$ cat config.mk
export PLATFORM = sky130hd
export DESIGN_NAME = source_line_classifier_top_flat
export DESIGN_NICKNAME = d
export VERILOG_FILES = /design/src/rtl/core/slc_pkg.sv /design/src/rtl/core/slc_in_if.sv /design/src/rtl/core/slc_out_if.sv /design/src/rtl/core/source_line_classifier_top.sv /design/src/flat_wrapper.sv
export VERILOG_INCLUDE_DIRS = /design/src /design/src/rtl/core
export SDC_FILE = /design/constraint.sdc
export NUM_CORES = 1
export LEC_CHECK = 0
export BUFFER_PORTS_ARGS = -buffer_cell sky130_fd_sc_hd__buf_2
export CAP_MARGIN = 20
export CORE_MARGIN = 2
export CORE_UTILIZATION = 36
export CTS_BUF_LIST = sky130_fd_sc_hd__clkbuf_8
export DETAILED_ROUTE_END_ITERATION = 10
export PLACE_DENSITY_LB_ADDON = 0.15
export SYNTH_ARGS = -nofsm -noshare
export SYNTH_HDL_FRONTEND = slang
export SYNTH_SLANG_ARGS = --single-unit
export TNS_END_PERCENT = 50
$ cat constraint.sdc
create_clock -name clk -period 11.95 [get_ports clk]
set_clock_uncertainty 0.05 [all_clocks]
set_input_delay 1.7925 -clock clk [delete_from_list [all_inputs] [get_ports clk]]
set_output_delay 1.7925 -clock clk [all_outputs]
set_load 0.1 [all_outputs]
$ cat src/rtl/core/assert_macros.svh
// assertion helpers used by source_line_classifier_top
// clk and rst_n must be in scope where these are used
`ifndef ASSERT_MACROS_SVH
`define ASSERT_MACROS_SVH

// same-cycle implication, disabled during reset
`define SLC_ASSERT_IMPLY(label, ante, cons, msg) \
  label: assert property (@(posedge clk) disable iff (!rst_n) (ante) |-> (cons)) \
    else $error(msg);

// next-cycle implication, disabled during reset
`define SLC_ASSERT_NEXT(label, ante, cons, msg) \
  label: assert property (@(posedge clk) disable iff (!rst_n) (ante) |=> (cons)) \
    else $error(msg);

`endif

$ cat src/rtl/core/slc_pkg.sv
`timescale 1ns / 1ps
// ----------------------------------------------------------------------------
// slc_pkg
// Types, character codes and helpers for the source line classifier.
// ----------------------------------------------------------------------------
package slc_pkg;

  // default counter width
  localparam int COUNT_BITS_DEF = 32;

  // field widths
  localparam int CH_W    = 8;
  localparam int MODE_W  = 2;
  localparam int OUT_W   = 32;
  localparam int TOTAL_W = 34;

  // language modes
  localparam logic [MODE_W-1:0] MODE_GENERIC = 2'd0;
  localparam logic [MODE_W-1:0] MODE_C       = 2'd1;
  localparam logic [MODE_W-1:0] MODE_ROFF    = 2'd2;

  // character codes
  localparam logic [CH_W-1:0] CH_HASH   = 8'h23;
  localparam logic [CH_W-1:0] CH_SLASH  = 8'h2F;
  localparam logic [CH_W-1:0] CH_STAR   = 8'h2A;
  localparam logic [CH_W-1:0] CH_DQUOTE = 8'h22;
  localparam logic [CH_W-1:0] CH_SQUOTE = 8'h27;
  localparam logic [CH_W-1:0] CH_DOT    = 8'h2E;
  localparam logic [CH_W-1:0] CH_BSLASH = 8'h5C;
  localparam logic [CH_W-1:0] CH_NL     = 8'h0A;
  localparam logic [CH_W-1:0] CH_SPACE  = 8'h20;
  localparam logic [CH_W-1:0] CH_TAB    = 8'h09;
  localparam logic [CH_W-1:0] CH_BS     = 8'h08;
  localparam logic [CH_W-1:0] CH_FF     = 8'h0C;
  localparam logic [CH_W-1:0] CH_CR     = 8'h0D;
  localparam logic [CH_W-1:0] CH_VT     = 8'h0B;

  // lexer states
  typedef enum logic [3:0] {
    LEX_NORMAL,
    LEX_SLASH,
    LEX_LCOM,
    LEX_BLK,
    LEX_BLKSTAR,
    LEX_STR,
    LEX_STRESC,
    LEX_CHR,
    LEX_CHRESC,
    LEX_RSP,
    LEX_RBS,
    LEX_RCOM
  } lex_state_t;

  // whitespace in normal text does not mark a line
  function automatic logic is_space(input logic [CH_W-1:0] b);
    is_space = (b == CH_SPACE) || (b == CH_BS) || (b == CH_FF) || (b == CH_NL) ||
               (b == CH_CR) || (b == CH_TAB) || (b == CH_VT);
  endfunction

endpackage

$ cat src/rtl/core/slc_in_if.sv
`timescale 1ns / 1ps
// ----------------------------------------------------------------------------
// slc_in_if
// Input channel: one text byte or an end-of-file marker per word.
// ----------------------------------------------------------------------------
interface slc_in_if import slc_pkg::*; ();
  logic            valid;
  logic            ready;
  logic [CH_W-1:0] ch;
  logic            end_of_file;

  modport source (output valid, output ch, output end_of_file, input ready);
  modport sink   (input valid, input ch, input end_of_file, output ready);
endinterface

$ cat src/rtl/core/slc_out_if.sv
`timescale 1ns / 1ps
// ----------------------------------------------------------------------------
// slc_out_if
// Result channel: line totals, one word per end of file.
// ----------------------------------------------------------------------------
interface slc_out_if import slc_pkg::*; ();
  logic               valid;
  logic               ready;
  logic [OUT_W-1:0]   code_count;
  logic [OUT_W-1:0]   comment_count;
  logic [OUT_W-1:0]   blank_count;
  logic [TOTAL_W-1:0] total_lines;

  modport source (output valid, output code_count, output comment_count,
                  output blank_count, output total_lines, input ready);
  modport sink   (input valid, input code_count, input comment_count,
                  input blank_count, input total_lines, output ready);
endinterface

$ cat src/rtl/core/source_line_classifier_top.sv
`timescale 1ns / 1ps
// ----------------------------------------------------------------------------
// source_line_classifier_top
// Classifies text lines as code, comment or blank and reports the totals.
// ----------------------------------------------------------------------------
// Usage:
//   in_bus  : one text byte per word; a word with end_of_file set closes the
//             text (its ch is ignored).
//   out_bus : one word of totals per end of file: code, comment and blank line
//             counts and their sum.
//   cfg_we / cfg_wdata : language mode (0 generic, 1 C, 2 roff, 3 as generic);
//             write it only while no text is in flight.
// Throughput: one byte per cycle unless a stalled result blocks input. The
//   lexer, line flags and counters update in the cycle a byte is accepted.
// Result: totals appear on out_bus in the cycle after the end-of-file word is
//   accepted, from a single output register.
// Stall: in_bus.ready is high while the output register is empty or being
//   taken; a stalled result holds and blocks further input.
// Reset: rst_n (synchronous, active low) clears the counters, line flags,
//   lexer state and mode; after each end of file all text state clears again.
// ----------------------------------------------------------------------------
module source_line_classifier_top import slc_pkg::*; #(
  parameter int COUNT_BITS = COUNT_BITS_DEF
) (
  input  logic              clk,
  input  logic              rst_n,
  slc_in_if.sink            in_bus,
  slc_out_if.source         out_bus,
  input  logic              cfg_we,
  input  logic [MODE_W-1:0] cfg_wdata
);

  `include "assert_macros.svh"

  localparam logic [COUNT_BITS-1:0] CNT_MAX = '1;

  // state registers
  logic [MODE_W-1:0]     mode_r;
  logic [COUNT_BITS-1:0] code_r, code_nxt;
  logic [COUNT_BITS-1:0] com_r, com_nxt;
  logic [COUNT_BITS-1:0] blank_r, blank_nxt;
  logic [TOTAL_W-1:0]    total_r, total_nxt;
  logic                  lcode_r, lcode_nxt;
  logic                  lcom_r, lcom_nxt;
  logic [1:0]            cnt_r, cnt_nxt;
  lex_state_t            lex_r, lex_nxt;

  // output register
  logic                  out_valid_r;
  logic [OUT_W-1:0]      out_code_r, out_com_r, out_blank_r;
  logic [TOTAL_W-1:0]    out_total_r;

  logic                  in_acc;
  logic                  eof_acc;
  logic                  close_line;
  logic                  close_code, close_com;
  logic                  inc_code, inc_com, inc_blank;
  logic [MODE_W-1:0]     mode;

  // handshake
  assign in_bus.ready = !out_valid_r || out_bus.ready;
  assign in_acc       = in_bus.valid && in_bus.ready;
  assign eof_acc      = in_acc && in_bus.end_of_file;

  // mode three acts as generic
  assign mode = (mode_r == MODE_C || mode_r == MODE_ROFF) ? mode_r : MODE_GENERIC;

  // lexer and line flags
  always_comb begin
    logic [CH_W-1:0] b;
    lex_state_t      st;
    logic            code_f, com_f;
    logic [1:0]      cnt;

    b          = in_bus.ch;
    st         = lex_r;
    code_f     = lcode_r;
    com_f      = lcom_r;
    cnt        = cnt_r;
    close_line = 1'b0;
    close_code = 1'b0;
    close_com  = 1'b0;

    // states left over from another mode read as normal text
    if (mode == MODE_GENERIC ||
        (mode == MODE_C && st > LEX_CHRESC) ||
        (mode == MODE_ROFF && st != LEX_NORMAL && st < LEX_RSP)) begin
      st = LEX_NORMAL;
    end

    if (in_bus.end_of_file) begin
      // pending lone slash makes the last line code
      if (mode == MODE_C && st == LEX_SLASH) begin
        code_f = 1'b1;
      end
      close_line = (cnt != 2'd0);
      close_code = code_f;
      close_com  = com_f;
      code_f     = 1'b0;
      com_f      = 1'b0;
      cnt        = 2'd0;
      st         = LEX_NORMAL;
    end else begin
      // lone slash: code on its own line, byte is lexed afresh
      if (st == LEX_SLASH && b != CH_SLASH && b != CH_STAR) begin
        code_f = 1'b1;
        st     = LEX_NORMAL;
      end

      // line end closes the line with the flags so far
      if (b == CH_NL) begin
        close_line = 1'b1;
        close_code = code_f;
        close_com  = com_f;
        code_f     = 1'b0;
        com_f      = 1'b0;
        cnt        = 2'd0;
      end else if (cnt < 2'd2) begin
        cnt = cnt + 2'd1;
      end

      unique case (st)
        LEX_NORMAL: begin
          if (!is_space(b)) begin
            if (mode == MODE_GENERIC) begin
              if (b == CH_HASH) com_f = 1'b1;
              else code_f = 1'b1;
            end else if (mode == MODE_C) begin
              if (b == CH_SLASH) begin
                st = LEX_SLASH;
              end else begin
                code_f = 1'b1;
                if (b == CH_DQUOTE) st = LEX_STR;
                else if (b == CH_SQUOTE) st = LEX_CHR;
              end
            end else begin
              code_f = 1'b1;
              if ((b == CH_DOT || b == CH_SQUOTE) && cnt == 2'd1) st = LEX_RSP;
            end
          end
        end
        LEX_SLASH: begin
          com_f = 1'b1;
          st    = (b == CH_SLASH) ? LEX_LCOM : LEX_BLK;
        end
        LEX_LCOM, LEX_RCOM: begin
          if (b == CH_NL) st = LEX_NORMAL;
        end
        LEX_BLK: begin
          com_f = 1'b1;
          if (b == CH_STAR) st = LEX_BLKSTAR;
        end
        LEX_BLKSTAR: begin
          com_f = 1'b1;
          if (b == CH_SLASH) st = LEX_NORMAL;
          else if (b != CH_STAR) st = LEX_BLK;
        end
        LEX_STR, LEX_CHR: begin
          if (b == CH_NL || b == ((st == LEX_STR) ? CH_DQUOTE : CH_SQUOTE)) begin
            st = LEX_NORMAL;
          end else begin
            code_f = 1'b1;
            if (b == CH_BSLASH) st = (st == LEX_STR) ? LEX_STRESC : LEX_CHRESC;
          end
        end
        LEX_STRESC: begin
          code_f = 1'b1;
          st     = LEX_STR;
        end
        LEX_CHRESC: begin
          code_f = 1'b1;
          st     = LEX_CHR;
        end
        LEX_RSP: begin
          if (b == CH_BSLASH) st = LEX_RBS;
          else if (b != CH_SPACE && b != CH_TAB) st = LEX_NORMAL;
        end
        LEX_RBS: begin
          if (b == CH_DQUOTE) begin
            code_f = 1'b0;
            com_f  = 1'b1;
            st     = LEX_RCOM;
          end else begin
            st = LEX_NORMAL;
          end
        end
        default: st = LEX_NORMAL;
      endcase
    end

    lcode_nxt = code_f;
    lcom_nxt  = com_f;
    cnt_nxt   = cnt;
    lex_nxt   = st;
  end

  // line counters, saturating; total follows every real increment
  always_comb begin
    logic bump;
    inc_code  = close_line && close_code;
    inc_com   = close_line && !close_code && close_com;
    inc_blank = close_line && !close_code && !close_com;
    code_nxt  = (inc_code && code_r != CNT_MAX) ? code_r + 1'b1 : code_r;
    com_nxt   = (inc_com && com_r != CNT_MAX) ? com_r + 1'b1 : com_r;
    blank_nxt = (inc_blank && blank_r != CNT_MAX) ? blank_r + 1'b1 : blank_r;
    bump      = (inc_code && code_r != CNT_MAX) || (inc_com && com_r != CNT_MAX) ||
                (inc_blank && blank_r != CNT_MAX);
    total_nxt = bump ? total_r + 1'b1 : total_r;
  end

  // mode register
  always_ff @(posedge clk) begin
    if (!rst_n) begin
      mode_r <= MODE_GENERIC;
    end else if (cfg_we) begin
      mode_r <= cfg_wdata;
    end
  end

  // text state, cleared at end of file
  always_ff @(posedge clk) begin
    if (!rst_n) begin
      code_r  <= '0;
      com_r   <= '0;
      blank_r <= '0;
      total_r <= '0;
      lcode_r <= 1'b0;
      lcom_r  <= 1'b0;
      cnt_r   <= 2'd0;
      lex_r   <= LEX_NORMAL;
    end else if (in_acc) begin
      lcode_r <= lcode_nxt;
      lcom_r  <= lcom_nxt;
      cnt_r   <= cnt_nxt;
      lex_r   <= lex_nxt;
      if (in_bus.end_of_file) begin
        code_r  <= '0;
        com_r   <= '0;
        blank_r <= '0;
        total_r <= '0;
      end else begin
        code_r  <= code_nxt;
        com_r   <= com_nxt;
        blank_r <= blank_nxt;
        total_r <= total_nxt;
      end
    end
  end

  // result word valid
  always_ff @(posedge clk) begin
    if (!rst_n) begin
      out_valid_r <= 1'b0;
    end else if (eof_acc) begin
      out_valid_r <= 1'b1;
    end else if (out_bus.ready) begin
      out_valid_r <= 1'b0;
    end
  end

  // result payload
  always_ff @(posedge clk) begin
    if (eof_acc) begin
      out_code_r  <= OUT_W'(code_nxt);
      out_com_r   <= OUT_W'(com_nxt);
      out_blank_r <= OUT_W'(blank_nxt);
      out_total_r <= total_nxt;
    end
  end

  assign out_bus.valid         = out_valid_r;
  assign out_bus.code_count    = out_code_r;
  assign out_bus.comment_count = out_com_r;
  assign out_bus.blank_count   = out_blank_r;
  assign out_bus.total_lines   = out_total_r;

  // checks
  `SLC_ASSERT_NEXT(a_eof_gives_result, eof_acc, out_valid_r, "no result after end of file")
  `SLC_ASSERT_NEXT(a_eof_clears, eof_acc,
    code_r == '0 && com_r == '0 && blank_r == '0 && cnt_r == 2'd0 && lex_r == LEX_NORMAL,
    "text state not cleared after end of file")
  `SLC_ASSERT_IMPLY(a_total_tracks, 1'b1,
    total_r == TOTAL_W'(code_r) + TOTAL_W'(com_r) + TOTAL_W'(blank_r),
    "running total out of step with counters")

endmodule
$ cat src/flat_wrapper.sv
// flat-port wrapper written by rule: the top's interface ports become plain ports
module source_line_classifier_top_flat import slc_pkg::*;
#(
  parameter int COUNT_BITS = COUNT_BITS_DEF
)
  (clk, rst_n, cfg_we, cfg_wdata, in_bus_valid, in_bus_ch, in_bus_end_of_file, in_bus_ready, out_bus_valid, out_bus_code_count, out_bus_comment_count, out_bus_blank_count, out_bus_total_lines, out_bus_ready);
  slc_in_if in_bus_i ();
  slc_out_if out_bus_i ();
  input  logic clk;
  input  logic rst_n;
  input  logic cfg_we;
  input  logic [MODE_W-1:0] cfg_wdata;
  input wire logic [$bits(in_bus_i.valid)-1:0] in_bus_valid;
  input wire logic [$bits(in_bus_i.ch)-1:0] in_bus_ch;
  input wire logic [$bits(in_bus_i.end_of_file)-1:0] in_bus_end_of_file;
  output wire logic [$bits(in_bus_i.ready)-1:0] in_bus_ready;
  output wire logic [$bits(out_bus_i.valid)-1:0] out_bus_valid;
  output wire logic [$bits(out_bus_i.code_count)-1:0] out_bus_code_count;
  output wire logic [$bits(out_bus_i.comment_count)-1:0] out_bus_comment_count;
  output wire logic [$bits(out_bus_i.blank_count)-1:0] out_bus_blank_count;
  output wire logic [$bits(out_bus_i.total_lines)-1:0] out_bus_total_lines;
  input wire logic [$bits(out_bus_i.ready)-1:0] out_bus_ready;
  assign in_bus_i.valid = in_bus_valid;
  assign in_bus_i.ch = in_bus_ch;
  assign in_bus_i.end_of_file = in_bus_end_of_file;
  assign in_bus_ready = in_bus_i.ready;
  assign out_bus_valid = out_bus_i.valid;
  assign out_bus_code_count = out_bus_i.code_count;
  assign out_bus_comment_count = out_bus_i.comment_count;
  assign out_bus_blank_count = out_bus_i.blank_count;
  assign out_bus_total_lines = out_bus_i.total_lines;
  assign out_bus_i.ready = out_bus_ready;
  source_line_classifier_top #(.COUNT_BITS(COUNT_BITS)) u_core (.clk(clk), .rst_n(rst_n), .in_bus(in_bus_i), .out_bus(out_bus_i), .cfg_we(cfg_we), .cfg_wdata(cfg_wdata));
endmodule
* After elaboration in Yosys (flattened, before gate mapping)
Cells that the tools add are included.
Operators by class: add/sub/neg operators 5, order comparisons 3, eq/ne operators 39, mux-type cells 64, reductions and logical operators 43
Operators by type and width (count):
- two-way mux 32 bit | 6
- adder 32 x 1 -> 32 bit (second input constant) | 3
- inequality test 32 bit (second input constant) | 3
- two-way mux 4 bit | 21
- two-way mux 34 bit | 2
- equality test 8 x 6 -> 1 bit (second input constant) | 7
- equality test 8 x 4 -> 1 bit (second input constant) | 6
- one-hot mux 4 bit (10 select lines) | 1
- adder 34 x 1 -> 34 bit (second input constant) | 1
- two-way mux 1 bit | 26
- inequality test 8 x 6 -> 1 bit (second input constant) | 3
- logical AND 1 bit | 17
- equality test 4 x 3 -> 1 bit (second input constant) | 4
- equality test 4 bit (second input constant) | 4
- logical OR 1 bit | 14
- two-way mux 2 bit | 5
- equality test 4 x 1 -> 1 bit (second input constant) | 2
- equality test 4 x 2 -> 1 bit (second input constant) | 2
- equality test 8 x 7 -> 1 bit (second input constant) | 1
- equality test 8 bit | 1
- inequality test 8 x 4 -> 1 bit (second input constant) | 1
- equality test 2 x 1 -> 1 bit (second input constant) | 3
- OR reduction 2 bit | 3
- equality test 2 bit (second input constant) | 2
- other kinds (13) | 16
Word-level totals: bits in registers 271, bits of input ports 16, output and inout port bits 132, word-level logic and storage cells 168

* Longest topological paths before layout
depth in word-level cells 22, depth in mapped cells 11, gate-level depth less buffers 9

* Worst setup path after synthesis
No wires, ideal clock.
path type input port to flip-flop, start input out_bus_ready, end register u_core.out_blank_r[0], in the netlist u_core.out_bus.blank_count[0] (enable), setup time 621 ps, arrival 8800 ps, data required time 11279 ps, setup slack 2478 ps, cell stages on the path 5, buffers on the path 2, cells stage by stage nand2b_1 -> nand2_1 -> clkbuf_1 -> buf_1 -> nor2_1
On the way: cells in the longest elaborated chain, start to end 3
RTL lines:
- start, declared | RTL line flat_wrapper.sv:22 | input wire logic [$bits(out_bus_i.ready)-1:0] out_bus_ready;
- logical OR 1 bit | RTL line source_line_classifier_top.sv:61 | assign in_bus.ready = !out_valid_r || out_bus.ready;
- logical AND 1 bit | RTL line source_line_classifier_top.sv:62 | assign in_acc = in_bus.valid && in_bus.ready;
- logical AND 1 bit | RTL line source_line_classifier_top.sv:63 | assign eof_acc = in_acc && in_bus.end_of_file;
- named net u_core.eof_acc | RTL line source_line_classifier_top.sv:54 | logic eof_acc;
- end signal, assigned | RTL line source_line_classifier_top.sv:266 | out_blank_r <= OUT_W'(blank_nxt);
- end, declared | RTL line source_line_classifier_top.sv:50 | logic [OUT_W-1:0] out_code_r, out_com_r, out_blank_r;
The timed path passes the listed nets, and every way through them passes these cells. A chain may end at the register's enable or synchronous reset.

* Worst setup path after layout
start input in_bus_ch[3], end register u_core.out_total_r[17], in the netlist u_core.out_bus.total_lines[17], data pin
On the way: cells in the longest elaborated chain, start to end 13, elaborated cells on any way between the ends 24, those cells by class eq/ne (3); mux (8); reduce/logical (13)
RTL lines:
- start, declared | RTL line flat_wrapper.sv:14 | input wire logic [$bits(in_bus_i.ch)-1:0] in_bus_ch;
- inequality test 8 x 6 -> 1 bit | RTL line source_line_classifier_top.sv:105 | if (st == LEX_SLASH && b != CH_SLASH && b != CH_STAR) begin
- logical AND 1 bit (2 in a row) | RTL line source_line_classifier_top.sv:105
- two-way mux 1 bit | RTL line source_line_classifier_top.sv:105
- two-way mux 1 bit | RTL line source_line_classifier_top.sv:111 | if (b == CH_NL) begin
- two-way mux 1 bit | RTL line source_line_classifier_top.sv:91 | if (in_bus.end_of_file) begin
- logical NOT 1 bit | RTL line source_line_classifier_top.sv:201, source_line_classifier_top.sv:202
- logical AND 1 bit | RTL line source_line_classifier_top.sv:201, source_line_classifier_top.sv:202
- logical AND 1 bit | RTL line source_line_classifier_top.sv:201 | inc_com = close_line && !close_code && close_com;
- logical AND 1 bit | RTL line source_line_classifier_top.sv:206 | bump = (inc_code && code_r != CNT_MAX) || (inc_com && com_r != CNT_MAX) ||
- logical OR 1 bit | RTL line source_line_classifier_top.sv:206
- logical OR 1 bit (*) | RTL line source_line_classifier_top.sv:206
- two-way mux 34 bit (*) | RTL line source_line_classifier_top.sv:208 | total_nxt = bump ? total_r + 1'b1 : total_r;
- named net u_core.total_nxt[17] | RTL line source_line_classifier_top.sv:42 | logic [TOTAL_W-1:0] total_r, total_nxt;
- end signal, assigned | RTL line source_line_classifier_top.sv:267 | out_total_r <= total_nxt;
- end, declared | RTL line source_line_classifier_top.sv:51 | logic [TOTAL_W-1:0] out_total_r;
Mark *: on every way through the listed nets, which the timed path passes. The rest lies on a longest branch.

==> results_dict.tcl <==
set metrics [dict create \
    finalSetupViolCount 0 \
    finalCriticalPeriod_ps 4970 \
    async_flop_share_pct 0 \
    path_max_fanout 12 \
    fp.dieH_um 199 \
    post-synth-top-count-cell "dfxtp_1" \
    tightest_slew_ps 1050 \
    syn2layout_area_growth_pct 15.3 \
    ys.flop_type "dfxtp_1" \
    vias_per_cell 5.57 \
    start_kind "primary input" \
    cts_setup_buffers 0 \
    gp_congestion 0.862 \
    grt_max_degree 69 \
    wl_per_cell_um 19.2 \
    hold_class "flip-flop to flip-flop" \
    relSlewSlack_pct 30.0 \
    initial_utilization_pct 36.5 \
    syn_inst 1421 \
    yosys-top-cells-count "dfxtp_1 (141), edfxtp_1 (130), nand2_1 (108), o21ai_0 (93), clkbuf_1 (91)" \
    startpoint "in_bus_ch[3]" \
    clkPwrFrac_pct 41.2 \
    status "complete, no violations" \
    die_w_um 199 \
    ys_top_cells_by_area "edfxtp_1 (29%), dfxtp_1 (21%), xnor2_1 (5.5%)" \
    cts_buffers 47 \
    cts_hold_buf 0 \
    endpoint "u_core.out_bus.total_lines[17]" \
    ctsRootBufferMaster "clkbuf_8" \
    place_hpwl_mm 25.5 \
    endpoint_kind "flip-flop" \
    crit_required_ps 12230 \
    drc 0 \
    synth_top_area_share_pct 28.6 \
    r2r_setup_slack_ps 7830 \
    clk_pin_slew_worst_paths_ps 60 \
    fin_nets 1553 \
    drive_above_1_share_pct 17.0 \
    grtUsageTotal_pct 20.1 \
    diodes 0 \
    syn_nets 1444 \
    synth_area_mm2 0.0137 \
    drtIter0Drc 887 \
    clockBufferDepth 3 \
    r2r-end "u_core.out_bus.total_lines[17]" \
    synth_area_leader_cell "edfxtp_1" \
    p_int_uw 1490 \
    finalMaxSlewViolations 0 \
    worstSetupPathType "primary input to flip-flop" \
    drt_wl_total_mm 39.9 \
    ios 148 \
    grt_overflow 0 \
    synth_cell_types 73 \
    p_total_uw 2110 \
    synth_edf_count 130 \
    core_area_mm2 0.0375 \
    grt_pass1_vias 11020 \
    hold_violations 0 \
    combPwrFrac_pct 11.5 \
    vias 11583 \
    syn_area_per_cell_um2 9.62 \
    rsz0062_at_grt "no" \
    fillerInstances 3757 \
    cp.arrival_ps 5250 \
    setup_tns_ps 0 \
    timing.rr.start "u_core.mode_r[0]" \
    portBuffers 147 \
    htree_levels 2 \
    cts.sinks 271 \
    firstDrtPassIters 7 \
    antenna_found_initial 0 \
    ctsResizeCount 0 \
    p_per_area_mw_per_mm2 134 \
    utilization_pct 42.0 \
    max_freq_mhz 201 \
    p_switching_uw 622 \
    p_sw_share_pct 29.5 \
    grt_pass1_wl_mm 62.8 \
    die_area_mm2 0.0395 \
    p_leak_uw 0.00541 \
    yosysSeqAreaShare_pct 49.2 \
    final_antenna_net_count 0 \
    ys_warn_count 0 \
    finalCritPeriodShare_pct 41.6 \
    cts_tree "yes" \
    num_rows 71 \
    r2r_cells 9 \
    ys_ff_latch 271 \
    power_frac_seq_pct 47.3 \
    peakVddDrop_v 0.0000644 \
    insertion_delay_ps 600 \
    max_cap_violations 0 \
]
sequential cells by signal (all words and copies together) (netlist names):
name,flops
u_core.code_r,32
u_core.lex_r,4
u_core.lcom_r,1
u_core.out_bus.valid,1
u_core.com_r,32
u_core.out_bus.comment_count,32
u_core.out_bus.blank_count,32
u_core.cnt_r,2
u_core.out_bus.total_lines,34
u_core.lcode_r,1
u_core.mode_r,2
u_core.out_bus.code_count,32
u_core.total_r,34
u_core.blank_r,32
final cells by class:
type / instances / area, µm² / share of cell area, %
Multi-Input combinational cell: 1009 / 6430 / 40.8
Inverter: 32 / 120 / 0.762
Clock inverter: 35 / 234 / 1.48
Clock buffer: 52 / 716 / 4.54
Tap cell: 511 / 639 / 4.06
Sequential cell: 271 / 6730 / 42.7
Timing Repair Buffer: 169 / 898 / 5.70
power by group through the flow:
stage | Sequential (µW) | Clock, µW | Combinational [µW]
detailed placement | 1020 | 0 | 245
global placement | 1020 | 0 | 245
finish | 999 | 869 | 244
global route | 1000 | 936 | 254
floorplan | 1160 | 0 | 53.2
CTS | 999 | 898 | 245
how the worst min path moves through the flow:
stage / cells past startpoint / end / start
after global placement: 2 / u_core.cnt_r[0] / u_core.cnt_r[0]
after floorplan: 2 / u_core.cnt_r[0] / u_core.cnt_r[0]
after detailed placement: 2 / u_core.cnt_r[0] / u_core.cnt_r[0]
final: 2 / u_core.cnt_r[0] / u_core.cnt_r[0]
after CTS: 2 / u_core.cnt_r[0] / u_core.cnt_r[0]
after global routing: 2 / u_core.cnt_r[0] / u_core.cnt_r[0]
stage by stage:
step | hold WS (ps) | setup slack, ps | cells | cell area (µm²)
4_1_cts | 443 | 7060 | 2078 | 15800
3_5_place_dp | 428 | 6470 | 1991 | 14800
3_3_place_gp | 420 | 6470 | 1991 | 14800
5_1_grt | 461 | 6770 | 2079 | 15800
2_1_floorplan | 407 | 2480 | 1421 | 13700
6_report | 437 | 6980 | 2079 | 15800
per-layer routing:
metal | vias to the layer above | part of all wire (%) | global-route usage, % | wire [µm]
li1 | 5557 | - | - | -
met1 | 5622 | 46 | 28.0 | 18400
met2 | 335 | 46 | 32.2 | 18400
met3 | 69 | 5.6 | 3.10 | 2250
met4 | 0 | 2.2 | 6.22 | 892
met5 | - | 0 | 0 | 0
cell families after synthesis:
family                     after synthesis  synth area share [%]
and+or+nand+nor                        497                  19.1
AOI/OAI and AO/OA                      365                  17.9
DFF                                    271                  49.2
buffers and inverters                  141                  4.04
xor gates and xnor gates               129                  8.27
muxes                                   11                 0.842
adders and majority gates                7                 0.641
layout by cell type, fill, tap and decap left out, types with 20 or more instances in the layout:
| master | Yosys | routed |
|---|---|---|
| buf_2 | 9 | 148 |
| dfxtp_1 | 141 | 141 |
| edfxtp_1 | 130 | 130 |
| nand2_1 | 108 | 105 |
| o21ai_0 | 93 | 93 |
| xnor2_1 | 86 | 86 |
| nor2_1 | 86 | 83 |
| a21oi_1 | 75 | 75 |
| nand3_1 | 72 | 72 |
| clkbuf_8 | 0 | 52 |
| a31oi_1 | 47 | 47 |
| nor3_1 | 44 | 43 |
| xor2_1 | 43 | 43 |
| nand4_1 | 41 | 41 |
| inv_1 | 32 | 36 |
| or3_1 | 28 | 28 |
| and3_1 | 26 | 26 |
| a22o_1 | 23 | 23 |
| buf_4 | 3 | 21 |
| o31ai_1 | 20 | 20 |
critical path: stages:
cell and delay (ps):
buf_2 190, nor4b_1 680, nand4_1 320, a2111oi_4 630
o21ai_2 290, a311oi_2 970, nand3_1 190, xnor2_1 170
Power figures use the tool's default switching activity.
